## config.mk

```make
export PLATFORM = sky130hd
export DESIGN_NAME = btlpm_front_flat
export DESIGN_NICKNAME = d
export VERILOG_FILES = /design/src/hw/rtl/binary_trie_longest_prefix_match_macros.svh /design/src/hw/rtl/btlpm_pkg.sv /design/src/hw/rtl/btlpm_if.sv /design/src/hw/rtl/btlpm_front.sv /design/src/flat_wrapper.sv
export SDC_FILE = /design/constraint.sdc
export NUM_CORES = 1
export LEC_CHECK = 0
export BUFFER_PORTS_ARGS = -buffer_cell sky130_fd_sc_hd__clkbuf_2
export CAP_MARGIN = 10
export CORE_MARGIN = 2
export CORE_UTILIZATION = 55
export CTS_BUF_LIST = sky130_fd_sc_hd__clkbuf_4
export CTS_CLUSTER_SIZE = 30
export DETAILED_ROUTE_END_ITERATION = 10
export PLACE_DENSITY = 0.83
export SLEW_MARGIN = 0
export SYNTH_ARGS = -nofsm -noshare
export SYNTH_HDL_FRONTEND = slang
export SYNTH_SLANG_ARGS = --single-unit
```

## constraint.sdc

```tcl
create_clock -name clk -period 8 [get_ports clk]
set_input_delay 0.8 -clock clk [delete_from_list [all_inputs] [get_ports clk]]
set_output_delay 0.8 -clock clk [all_outputs]
set_load 0.005 [all_outputs]
```

## src/hw/rtl/binary_trie_longest_prefix_match_macros.svh

```systemverilog
// Assertion macros for the trie match RTL, used by the back end.
// Depends on nothing; take it in with `include where assertions are written.
`ifndef BINARY_TRIE_LONGEST_PREFIX_MATCH_MACROS_SVH
`define BINARY_TRIE_LONGEST_PREFIX_MATCH_MACROS_SVH

// Same-cycle implication, off while in reset.
`define BTLPM_ASSERT_NOW(label, clk, rst, ante, cons, msg) \
  label: assert property (@(posedge clk) disable iff (rst) (ante) |-> (cons)) else $error(msg);

// Next-cycle implication, off while in reset.
`define BTLPM_ASSERT_NEXT(label, clk, rst, ante, cons, msg) \
  label: assert property (@(posedge clk) disable iff (rst) (ante) |=> (cons)) else $error(msg);

`endif

```

## src/hw/rtl/btlpm_pkg.sv

```systemverilog
// Types and codes of the binary trie longest-prefix match.
// Depends on nothing.
package btlpm_pkg;

  localparam int unsigned ADDR_W = 32;
  localparam int unsigned LEN_W  = 6;
  localparam int unsigned HOP_W  = 8;

  typedef enum logic {
    REQ_INSERT = 1'b0,
    REQ_LOOKUP = 1'b1
  } btlpm_req_t;

  typedef enum logic [1:0] {
    ST_DONE      = 2'd0,
    ST_POOL_FULL = 2'd1,
    ST_HOP_HELD  = 2'd2
  } btlpm_status_t;

  // Classified request as it sits in the queue between front and back.
  typedef struct packed {
    logic              is_lookup;
    logic              zero_len;
    logic [ADDR_W-1:0] address;
    logic [LEN_W-1:0]  len;
    logic [HOP_W-1:0]  hop;
  } btlpm_item_t;

endpackage

```

## src/hw/rtl/btlpm_if.sv

```systemverilog
// Request and response channel interfaces (valid/ready).
// Depends on btlpm_pkg.
interface btlpm_req_if;
  logic                          valid;
  logic                          ready;
  logic                          req_type;
  logic [btlpm_pkg::ADDR_W-1:0]  address;
  logic [btlpm_pkg::LEN_W-1:0]   prefix_len;
  logic [btlpm_pkg::HOP_W-1:0]   next_hop_in;

  modport source (output valid, req_type, address, prefix_len, next_hop_in, input ready);
  modport sink   (input valid, req_type, address, prefix_len, next_hop_in, output ready);
endinterface


```

## src/hw/rtl/btlpm_front.sv

```systemverilog
// Front end: takes request beats, classifies them and queues them (two entries).
// Depends on btlpm_pkg and btlpm_if.
module btlpm_front #(
  parameter int unsigned ADDRESS_BITS = 32
) (
  input  logic                   clk,
  input  logic                   rst,
  btlpm_req_if.sink              req,
  output logic                   q_valid,
  input  logic                   q_ready,
  output btlpm_pkg::btlpm_item_t q_item
);
  localparam logic [btlpm_pkg::LEN_W-1:0] MAX_LEN = btlpm_pkg::LEN_W'(ADDRESS_BITS);

  btlpm_pkg::btlpm_item_t slots [2];
  btlpm_pkg::btlpm_item_t cls;
  logic       wp, rp;
  logic [1:0] count;
  logic       push, pop;

  // Classify: saturate the length, flag zero length requests.
  always_comb begin
    cls.is_lookup = (req.req_type == btlpm_pkg::REQ_LOOKUP);
    cls.zero_len  = (req.prefix_len == '0);
    cls.address   = req.address;
    cls.len       = (req.prefix_len > MAX_LEN) ? MAX_LEN : req.prefix_len;
    cls.hop       = req.next_hop_in;
  end

  assign req.ready = (count != 2'd2);
  assign push      = req.valid && req.ready;
  assign q_valid   = (count != 2'd0);
  assign pop       = q_valid && q_ready;
  assign q_item    = slots[rp];

  always_ff @(posedge clk) begin
    if (push) begin
      slots[wp] <= cls;
    end
  end

  always_ff @(posedge clk) begin
    if (rst) begin
      wp    <= 1'b0;
      rp    <= 1'b0;
      count <= 2'd0;
    end else begin
      if (push) wp <= ~wp;
      if (pop)  rp <= ~rp;
      count <= count + 2'(push) - 2'(pop);
    end
  end
endmodule

```

## src/flat_wrapper.sv

```systemverilog
// flat-port wrapper written by rule: the top's interface ports become plain ports
module btlpm_front_flat 
#(
  parameter int unsigned ADDRESS_BITS = 32
)
  (clk, rst, q_valid, q_ready, q_item, req_valid, req_req_type, req_address, req_prefix_len, req_next_hop_in, req_ready);
  btlpm_req_if req_i ();
  input  logic clk;
  input  logic rst;
  output logic q_valid;
  input  logic q_ready;
  output btlpm_pkg::btlpm_item_t q_item;
  input wire logic [$bits(req_i.valid)-1:0] req_valid;
  input wire logic [$bits(req_i.req_type)-1:0] req_req_type;
  input wire logic [$bits(req_i.address)-1:0] req_address;
  input wire logic [$bits(req_i.prefix_len)-1:0] req_prefix_len;
  input wire logic [$bits(req_i.next_hop_in)-1:0] req_next_hop_in;
  output wire logic [$bits(req_i.ready)-1:0] req_ready;
  assign req_i.valid = req_valid;
  assign req_i.req_type = req_req_type;
  assign req_i.address = req_address;
  assign req_i.prefix_len = req_prefix_len;
  assign req_i.next_hop_in = req_next_hop_in;
  assign req_ready = req_i.ready;
  btlpm_front #(.ADDRESS_BITS(ADDRESS_BITS)) u_core (.clk(clk), .rst(rst), .req(req_i), .q_valid(q_valid), .q_ready(q_ready), .q_item(q_item));
endmodule
```

==> flow_metrics.env, run 1 <==
export IMPL_status="complete, no violations"
export IMPL_critPathArrivalTime_ps=2160
export IMPL_dieWidth_um=87.5
export IMPL_ir_drop_mv=0.191
export IMPL_antenna_found_initial=0
export IMPL_rr_endpoint="u_core.slots[1][21]"
export IMPL_period_needed_ps=2960
export IMPL_port_buffers=100
export IMPL_synth_top_family_by_area="multiplexers"
export IMPL_cp_end_kind="primary output"
export IMPL_drt_iter0_drc=77
export IMPL_max_freq_mhz=338
export IMPL_finalHoldViolCount=0
export IMPL_synth_seq_cells=101
export IMPL_synth_xor_area_frac=0.00457
export IMPL_cap_violations=0
export IMPL_cts_resized=0
export IMPL_nFillCells=462
export IMPL_syn_nets=237
export IMPL_post_cts_buffers=0
export IMPL_final_setup_viol_count=0
export IMPL_final_nets=344
export IMPL_yosysSeqAreaShare=0.778
export IMPL_grt_max_degree=49
export IMPL_vias_per_cell=5.17
export IMPL_die_area_um2=7660
export IMPL_clk_path_buf_depth=2
export IMPL_cts_tree="yes"
export IMPL_p_per_area_nw_per_um2=290
export IMPL_antenna_cells=0
export IMPL_post_route_period_util=0.370
export IMPL_ant_nets=0
export IMPL_gr_total_overflow=0
export IMPL_start_util=0.568
export IMPL_syn_area_per_cell_um2=20.8
export IMPL_hold_path_class="reg2reg"
export IMPL_hpwl_mm=3.83
export IMPL_wirelength_mm=5.88
export IMPL_fin_ws_ps=5040
export IMPL_cts_sinks=101
export IMPL_hp_start="u_core.rp"
export IMPL_grt_pass1_vias=1878
export IMPL_clock_skew_ps=10.3
export IMPL_place_gp_congestion=0.746
export IMPL_area_delta_synth_final_pct=19.2
export IMPL_synth_fa_ha_area_frac=0.00652
export IMPL_startpoint_type="flop"
export IMPL_cts_root_buf="clkbuf_4"
export IMPL_fin_cells=376
export IMPL_cts_max_level=3
export IMPL_synth_edf_count=96
export IMPL_final_core_util=0.677
export IMPL_cts_buffers=9
export IMPL_slew_headroom=0.233
export IMPL_insertion_delay_ps=410
export IMPL_place_ws_ps=5450
export IMPL_synth_distinct_cells=23
export IMPL_synth_area_mux_share=0.160
export IMPL_route_detailed_drc=0
export IMPL_die_h_um=87.5
export IMPL_reg2regPathDepth=2
export IMPL_syn_area_um2=3840
export IMPL_dpl_cell_count=360
export IMPL_critPathRequiredTime_ps=7200
export IMPL_max_slew_worst_pin_slew_ps=1150
export IMPL_rrSetupSlack_ps=6080
export IMPL_row_count=30
export IMPL_grt_use_total=0.154
export IMPL_synth_compound_area_frac=0.00326
export IMPL_p_leak_nw=1.79
export IMPL_cts_hold_fix_buffers=0
export IMPL_slew_viol_final=0
export IMPL_r2r_start="u_core.count[0]"
export IMPL_crit_fanout=26
export IMPL_hold_depth=2
export IMPL_core_area_um2=6760
export IMPL_syn_inst=184
export IMPL_synth_warnings=0
export IMPL_synthArstFlopShare=0
export IMPL_firstDrtPassIters=4
export IMPL_synth_ff_type="edfxtp_1"
export IMPL_grt_pass1_wl_mm=8.72
export IMPL_hold_path_end="u_core.rp"
export IMPL_rsz0062_at_grt="false"
export IMPL_path_clk_slew_ps=130
export IMPL_setup_tns_ps=0
export IMPL_layout_drive_gt1_share=0.581
export IMPL_wire_per_inst_um=15.6
export IMPL_synth_simple_gate_area_frac=0.0333
export IMPL_criticalPathCategory="reg2out"
export IMPL_io_pins=101
export IMPL_vias=1944
## per-stage QoR
stage	power, mW	hold WS [ps]	area, um^2
2_1_floorplan	0.935	471	3840
5_1_grt	1.39	534	4570
3_5_place_dp	1.06	506	4410
3_3_place_gp	1.05	496	4410
4_1_cts	1.34	539	4570
6_report	1.33	538	4570
## how the worst max path moves through the flow
stage	startpoint	to	slack [ps]	cells past startpoint
after global placement	flop	q_item[5]	5470	3
after CTS	flop	q_item[1]	4970	3
after detailed placement	flop	q_item[1]	5450	3
after floorplan	req_valid	u_core.slots[0][0]	4430	2
after global routing	flop	q_item[1]	4870	3
final	flop	q_item[1]	5040	3
## cells in the final DEF, fill, tap and decap left out
cell type,count
xor2_1,1
o21ai_0,1
clkbuf_2,100
nand3_1,1
inv_1,2
or4_4,1
xnor2_1,1
bufinv_16,2
mux2_4,20
and3_2,1
dfxtp_1,4
o21a_1,1
clkinv_2,3
nor2_1,4
mux2_2,28
nand2b_1,2
buf_4,2
edfxtp_1,96
clkbuf_4,11
dfxtp_2,1
and2_1,2
nor3_1,1
nor3_2,1
nor2b_4,1
or2_2,1
nor2b_1,6
ha_1,2
## cells by family (layout without fill, tap and decap cells)
group,count (synthesis),count (layout)
DFF,101,101
and+or+nand+nor,21,21
muxes,48,48
adders and majority gates,2,2
xor gates and xnor gates,2,2
buffers and inverters,8,120
AOI/OAI and AO/OA,2,2
## synth_stat cells, types with 2 or more instances
library cell | number | area [um^2]
and2_1 | 2 | 12.5
mux2_4 | 20 | 300
buf_6 | 3 | 33.8
inv_1 | 2 | 7.51
nor2b_1 | 7 | 43.8
dfxtp_1 | 5 | 100
buf_2 | 2 | 10.0
edfxtp_1 | 96 | 2880
nor2_1 | 4 | 15.0
mux2_2 | 28 | 315
nand2b_1 | 2 | 12.5
ha_1 | 2 | 25.0
## routing by layer
metal  GRT usage  wire length, um
met1       0.197             2620
met2       0.255             2810
met3      0.0389              370
met4      0.0629               83
met5           0                0
## where the power goes
part	internal (mW)	switching (mW)
registers	0.670	0.0390
clock network	0.133	0.150
logic	0.190	0.144
## layout make-up
class                      instances  area, um^2  area share
tap                               80         100      0.0219
timing repair buffer             102         515       0.113
clock inverter                     5        75.1      0.0164
multi-input combinational         75         807       0.177
clock buffer                      11        82.6      0.0181
inverter                           2        7.51     0.00164
sequential                       101        2980       0.653
## critical path: stages, from the launching register on
cell	delay, ps
dfxtp_2	770
buf_4	480
mux2_2	390
clkbuf_2	110
## flip-flops by register name (all words and copies together), names as in the netlist, named ones only
register	count
u_core.wp	1
u_core.rp	1
u_core.count	2
u_core.slots	96
Note: power is estimated with default switching activity, not from simulation.
==> run 2, diff against run 1 <==
--- a/config.mk
+++ b/config.mk
@@ -8,11 +8,11 @@
 export BUFFER_PORTS_ARGS = -buffer_cell sky130_fd_sc_hd__clkbuf_2
 export CAP_MARGIN = 10
 export CORE_MARGIN = 2
-export CORE_UTILIZATION = 55
+export CORE_UTILIZATION = 49
 export CTS_BUF_LIST = sky130_fd_sc_hd__clkbuf_4
 export CTS_CLUSTER_SIZE = 30
 export DETAILED_ROUTE_END_ITERATION = 10
-export PLACE_DENSITY = 0.83
+export PLACE_DENSITY = 0.78
 export SLEW_MARGIN = 0
 export SYNTH_ARGS = -nofsm -noshare
 export SYNTH_HDL_FRONTEND = slang
==> constraint.sdc (replaced) <==
create_clock -name clk -period 2.4 [get_ports clk]
set_input_delay 0.24 -clock clk [delete_from_list [all_inputs] [get_ports clk]]
set_output_delay 0.24 -clock clk [all_outputs]
set_load 0.005 [all_outputs]
==> run 2 against run 1 <==
Against the previous run:
- count of clock-buffer cells in the layout fell by 1
- critical endpoint is now q_item[6]
- clock skew is 2.8 ps lower
- total power rose to 3.3 times the previous value
- combinational power grew to 3.8 times the previous value
- setup slack got worse by 4500 ps
- first-iteration DRC count up 78%
- clock power rose to 2.6 times the previous value
- non-clock buffer count is 44 higher
- die area increased by 12%
- final area grew 9.7%
- via count grew 8.0%
==> flow_metrics.env, run 2 (same netlist as run 1, synthesis figures left out) <==
export IMPL_mostFrequentLayoutCells="100 x clkbuf_2, 96 x edfxtp_1, 42 x dlygate4sd3_1, 28 x mux2_2, 20 x mux2_4"
export IMPL_largest_register_ffs=96
export IMPL_slew_headroom=0.614
export IMPL_period_needed_ps=1850
export IMPL_cts_root_buf="clkbuf_4"
export IMPL_hp_start="req_valid"
export IMPL_hpwl_mm=4.04
export IMPL_start_util=0.502
export IMPL_antenna_cells=0
export IMPL_post_route_period_util=0.770
export IMPL_max_slew_worst_pin_slew_ps=579
export IMPL_cp_end_kind="primary output"
export IMPL_nFillCells=548
export IMPL_core_area_um2=7650
export IMPL_drt_iter0_drc=137
export IMPL_area_delta_synth_final_pct=30.8
export IMPL_gr_total_overflow=0
export IMPL_grt_pass1_vias=2093
export IMPL_place_area_um2=4480
export IMPL_cpPeakStageDelay_ps=380
export IMPL_final_common_cell="clkbuf_2"
export IMPL_crit_fanout=48
export IMPL_vias=2099
export IMPL_port_buffers=100
export IMPL_sw_frac_of_total=0.268
export IMPL_r2r_start="u_core.count[0]"
export IMPL_antenna_found_initial=0
export IMPL_cap_violations=0
export IMPL_max_freq_mhz=541
export IMPL_criticalPathCategory="reg2out"
export IMPL_finalHoldViolCount=0
export IMPL_p_per_area_nw_per_um2=860
export IMPL_final_nets=388
export IMPL_row_count=32
export IMPL_ir_drop_mv=0.531
export IMPL_status="complete, no violations"
export IMPL_path_cells="buf_12 > mux2_2 > clkbuf_2"
export IMPL_wire_per_inst_um=14.3
export IMPL_place_gp_congestion=0.709
export IMPL_layout_drive_gt1_share=0.509
export IMPL_route_detailed_drc=0
export IMPL_p_clk_frac=0.173
export IMPL_grt_use_total=0.150
export IMPL_largestRegisters="u_core.slots: 96 flops, u_core.count: 2 flops"
export IMPL_wirelength_mm=6.34
export IMPL_cts_max_level=3
export IMPL_power_switching_mw=1.16
export IMPL_insertion_delay_ps=430
export IMPL_cts_resized=0
export IMPL_regMostFlops="u_core.slots"
export IMPL_hold_path_class="in2reg"
export IMPL_die_area_um2=8550
export IMPL_clk_path_buf_depth=2
export IMPL_grt_pass1_wl_mm=9.55
export IMPL_clock_skew_ps=7.58
export IMPL_startpoint_type="flop"
export IMPL_p_leak_nw=1.95
export IMPL_setup_tns_ps=0
export IMPL_cts_tree="yes"
export IMPL_io_pins=101
export IMPL_cts_hold_fix_buffers=40
export IMPL_rsz0062_at_grt="false"
export IMPL_die_h_um=92.5
export IMPL_intPower_mw=3.16
export IMPL_cts_sinks=101
export IMPL_post_cts_buffers=0
export IMPL_vias_per_cell=4.75
export IMPL_sequentialPowerShare=0.533
export IMPL_cts_buffers=9
export IMPL_firstDrtPassIters=4
export IMPL_slew_viol_final=0
export IMPL_dieWidth_um=92.5
export IMPL_grt_max_degree=49
export IMPL_ant_nets=0
export IMPL_cp_slowest_cell="mux2_2"
export IMPL_combPwrFrac=0.294
export IMPL_final_cell_area_um2=5020
export IMPL_final_setup_viol_count=0
export IMPL_critPathRequiredTime_ps=2160
export IMPL_path_clk_slew_ps=140
export IMPL_critPathArrivalTime_ps=1610
==> run 2: worst paths after layout <==
kind,endpoint,slack (ps),cells past startpoint
worst max-delay path,q_item[6],550,3
worst min-delay path,u_core.wp,100,3
worst max register to register,u_core.slots[1][10],710,3
worst min register to register,flop,540,2
==> run 2: routing by layer <==
layer / vias up / routed length, um / share of wire / global-route usage
met3: 8 / 371 / 0.059 / 0.0472
met5: - / 0 / 0 / 0
met4: 0 / 83 / 0.013 / 0.0659
met2: 69 / 3130 / 0.49 / 0.249
li1: 1013 / - / - / -
met1: 1009 / 2750 / 0.43 / 0.180
==> run 2: critical path, delay by kind of cell (launching register included) <==
family | cells | cell delay (ps)
DFF | 1 | 360
buffers and inverters | 2 | 370
muxes | 1 | 380
==> run 2: area by class of cell <==
cell class / instances / area [um^2] / area share
clock buffers: 10 / 75.1 / 0.0150
repair buffers: 146 / 976 / 0.195
multi-input cells: 75 / 807 / 0.161
flip-flops and latches: 101 / 2980 / 0.595
well taps: 102 / 128 / 0.0254
inverters: 2 / 7.51 / 0.00150
clock inverters: 6 / 40.0 / 0.00798
==> run 2: power groups by stage <==
| stage | clock (mW) | sequential, mW | combinational [mW] |
|---|---|---|---|
| after global placement | 0 | 2.33 | 1.22 |
| after detailed placement | 0 | 2.34 | 1.24 |
| after floorplan | 0 | 2.33 | 0.782 |
| after CTS | 0.778 | 2.30 | 1.29 |
| after global routing | 0.849 | 2.33 | 1.37 |
| final | 0.746 | 2.30 | 1.27 |
==> run 2: through the flow <==
step / power, mW / utilization / std cells / setup WS (ps) / hold slack [ps]
2_1_floorplan: 3.11 / - / 184 / 27.8 / 312
3_3_place_gp: 3.55 / 0.586 / 384 / 753 / 431
3_5_place_dp: 3.58 / 0.586 / 384 / 683 / 432
4_1_cts: 4.37 / 0.653 / 440 / 522 / 0.991
5_1_grt: 4.54 / 0.656 / 442 / 454 / 66.4
6_report: 4.32 / 0.656 / 442 / 552 / 95.4
==> run 3, diff against run 2 <==
--- a/config.mk
+++ b/config.mk
@@ -5,6 +5,7 @@
 export SDC_FILE = /design/constraint.sdc
 export NUM_CORES = 1
 export LEC_CHECK = 0
+export ABC_AREA = 1
 export BUFFER_PORTS_ARGS = -buffer_cell sky130_fd_sc_hd__clkbuf_2
 export CAP_MARGIN = 10
 export CORE_MARGIN = 2
==> constraint.sdc (replaced) <==
create_clock -name clk -period 1.7 [get_ports clk]
set_input_delay 0.17 -clock clk [delete_from_list [all_inputs] [get_ports clk]]
set_output_delay 0.17 -clock clk [all_outputs]
set_load 0.005 [all_outputs]
==> run 3 against run 2 <==
Against the previous run:
- sequential share of layout area shrank 2.4 points
- flip-flop and latch count unchanged
- global-route usage up 0.49 points
- via count increased by 5.9%
- clock skew up 8.8 ps
- count of clock-buffer cells in the layout unchanged
- synthesized cell count increased by 10%
- die area is 0.38% higher
==> flow_metrics.env, run 3 <==
export IMPL_sw_frac_of_total=0.276
export IMPL_synth_edf_count=96
export IMPL_path_delay_family="flip-flops"
export IMPL_row_count=32
export IMPL_r2r_start="u_core.count[1]"
export IMPL_final_nets=411
export IMPL_ir_drop_mv=0.849
export IMPL_clock_skew_ps=16.3
export IMPL_firstDrtPassIters=5
export IMPL_syn_area_um2=3850
export IMPL_syn_nets=256
export IMPL_cts_buffers=9
export IMPL_cts_tree="yes"
export IMPL_max_freq_mhz=599
export IMPL_reg2regPathDepth=10
export IMPL_status="complete, no violations"
export IMPL_fin_cells=465
export IMPL_cp_slowest_cell="dfxtp_4"
export IMPL_path_cells="clkbuf_16 > mux2_2 > clkbuf_2"
export IMPL_area_delta_synth_final_pct=35.8
export IMPL_yosysSeqAreaShare=0.775
export IMPL_nFillCells=551
export IMPL_synth_ff_type="edfxtp_1"
export IMPL_clk_path_buf_depth=2
export IMPL_antenna_found_initial=0
export IMPL_power_switching_mw=1.77
export IMPL_core_area_um2=7690
export IMPL_cp_num_cells=3
export IMPL_critPathRequiredTime_ps=1530
export IMPL_hpwl_mm=4.10
export IMPL_max_slew_worst_pin_slew_ps=264
export IMPL_wirelength_mm=6.90
export IMPL_criticalPathCategory="reg2out"
export IMPL_synth_seq_cells=101
export IMPL_finalHoldViolCount=0
export IMPL_synth_top_cell_area_share=0.749
export IMPL_syn_inst=203
export IMPL_cpPeakStageDelay_ps=450
export IMPL_dieWidth_um=92.7
export IMPL_mostFrequentLayoutCells="100 x clkbuf_2, 96 x edfxtp_1, 42 x dlygate4sd3_1, 41 x mux2_4, 16 x nor2_1"
export IMPL_die_h_um=92.7
export IMPL_path_clk_slew_ps=140
export IMPL_route_detailed_drc=0
export IMPL_grt_pass1_vias=2196
export IMPL_startpoint_type="flop"
export IMPL_cts_max_level=3
export IMPL_sequentialPowerShare=0.518
export IMPL_rrSetupSlack_ps=220
export IMPL_fin_hold_ws_ps=43.9
export IMPL_period_needed_ps=1670
export IMPL_crit_buf_inv=2
export IMPL_grt_pass1_wl_mm=10.0
export IMPL_antenna_cells=0
export IMPL_crit_fanout=11
export IMPL_hold_depth=1
export IMPL_p_clk_frac=0.169
export IMPL_place_gp_congestion=0.757
export IMPL_rr_endpoint="u_core.count[1]"
export IMPL_cp_end_kind="primary output"
export IMPL_hp_start="req_prefix_len[5]"
export IMPL_start_util=0.501
export IMPL_drt_iter0_drc=77
export IMPL_die_area_um2=8580
export IMPL_p_leak_nw=2.13
export IMPL_cap_violations=0
export IMPL_gr_total_overflow=0
export IMPL_layout_drive_gt1_share=0.488
export IMPL_synth_warnings=0
export IMPL_largest_register_ffs=96
export IMPL_combPwrFrac=0.314
export IMPL_wire_per_inst_um=14.8
export IMPL_port_buffers=100
export IMPL_grt_use_total=0.155
export IMPL_syn_area_per_cell_um2=19.0
export IMPL_cts_root_buf="clkbuf_4"
export IMPL_largestRegisters="u_core.slots: 96 flops, u_core.count: 2 flops"
export IMPL_yosys_top_cells_area="edfxtp_1 75%, mux2_2 8.2%, mux2_4 7.8%"
export IMPL_insertion_delay_ps=420
export IMPL_grt_max_degree=29
export IMPL_final_core_util=0.681
export IMPL_ant_nets=0
export IMPL_yosysTopAreaCell="edfxtp_1"
export IMPL_p_per_area_nw_per_um2=1220
export IMPL_hold_path_end="u_core.slots[0][13]"
export IMPL_vias=2223
export IMPL_vias_per_cell=4.78
export IMPL_hold_path_class="in2reg"
export IMPL_slew_headroom=0.824
export IMPL_post_route_period_util=0.983
export IMPL_slew_viol_final=0
export IMPL_synthTopCellsByCount="96 x edfxtp_1, 28 x mux2_2, 20 x mux2_4"
export IMPL_synthArstFlopShare=0
export IMPL_cts_sinks=101
export IMPL_dpl_cell_count=405
export IMPL_synth_distinct_cells=13
export IMPL_post_synth_top_count_cell="edfxtp_1"
export IMPL_regMostFlops="u_core.slots"
export IMPL_final_common_cell="clkbuf_2"
export IMPL_rsz0062_at_grt="true"
export IMPL_io_pins=101
export IMPL_intPower_mw=4.64
export IMPL_final_setup_viol_count=0
export IMPL_critPathArrivalTime_ps=1500
run 3: routing by layer:
metal	share of wire	wire [um]	track usage
met4	0.0088	61	0.0613
met1	0.42	2930	0.181
met2	0.52	3570	0.277
met5	0	0	0
met3	0.049	335	0.0342
run 3: through the flow:
step           setup WS (ps)  power [mW]  cell area [um^2]  setup TNS (ps)
2_1_floorplan           21.6        4.38              3870               0
3_3_place_gp             349        5.04              4540               0
3_5_place_dp             263        5.09              4540               0
4_1_cts                -28.3        6.26              5090            -375
5_1_grt                -50.3        6.75              5230           -1020
6_report                29.4        6.41              5230               0
run 3: final cells by class:
cell class	count	area (um^2)	area share
Tap cell	102	128	0.0244
Timing Repair Buffer	150	1080	0.206
Clock inverter	6	47.5	0.00909
Clock buffer	10	75.1	0.0144
Inverter	15	60.1	0.0115
Multi-Input combinational cell	81	856	0.164
Sequential cell	101	2990	0.571
run 3: kinds of logic after synthesis:
group                      share of synthesized area
DFF                                            0.775
muxes                                          0.160
adders and majority gates                    0.00650
AOI/OAI and AO/OA                            0.00260
buffers and inverters                         0.0270
and+or+nand+nor                               0.0296
run 3: what timing repair did:
item / CTS / global route
pin swaps: 0 / 0
setup endpoints to repair: 24 / 42
cloned: 0 / 2
hold buffers: 42 / 0
setup buffers: 0 / 0
gates resized for setup: 2 / 23
hold endpoints to repair: 85 / 0
run 3: how the worst max path moves through the flow:
stage,endpoint,slack [ps],from
floorplan,u_core.slots[0][0],20,u_core.count[0]
global placement,u_core.count[1],350,u_core.count[1]
detailed placement,u_core.count[1],260,u_core.count[1]
CTS,q_item[47],-30,flop
global route,q_item[9],-50,flop
finish,q_item[2],30,flop
run 3: power by group through the flow:
stage                     sequential, mW  combinational (mW)  clock [mW]
after global placement              3.32                1.72           0
after floorplan                     3.31                1.06           0
after detailed placement            3.34                1.75           0
after global routing                3.35                2.17        1.22
final                               3.32                2.01        1.08
after CTS                           3.29                1.84        1.13
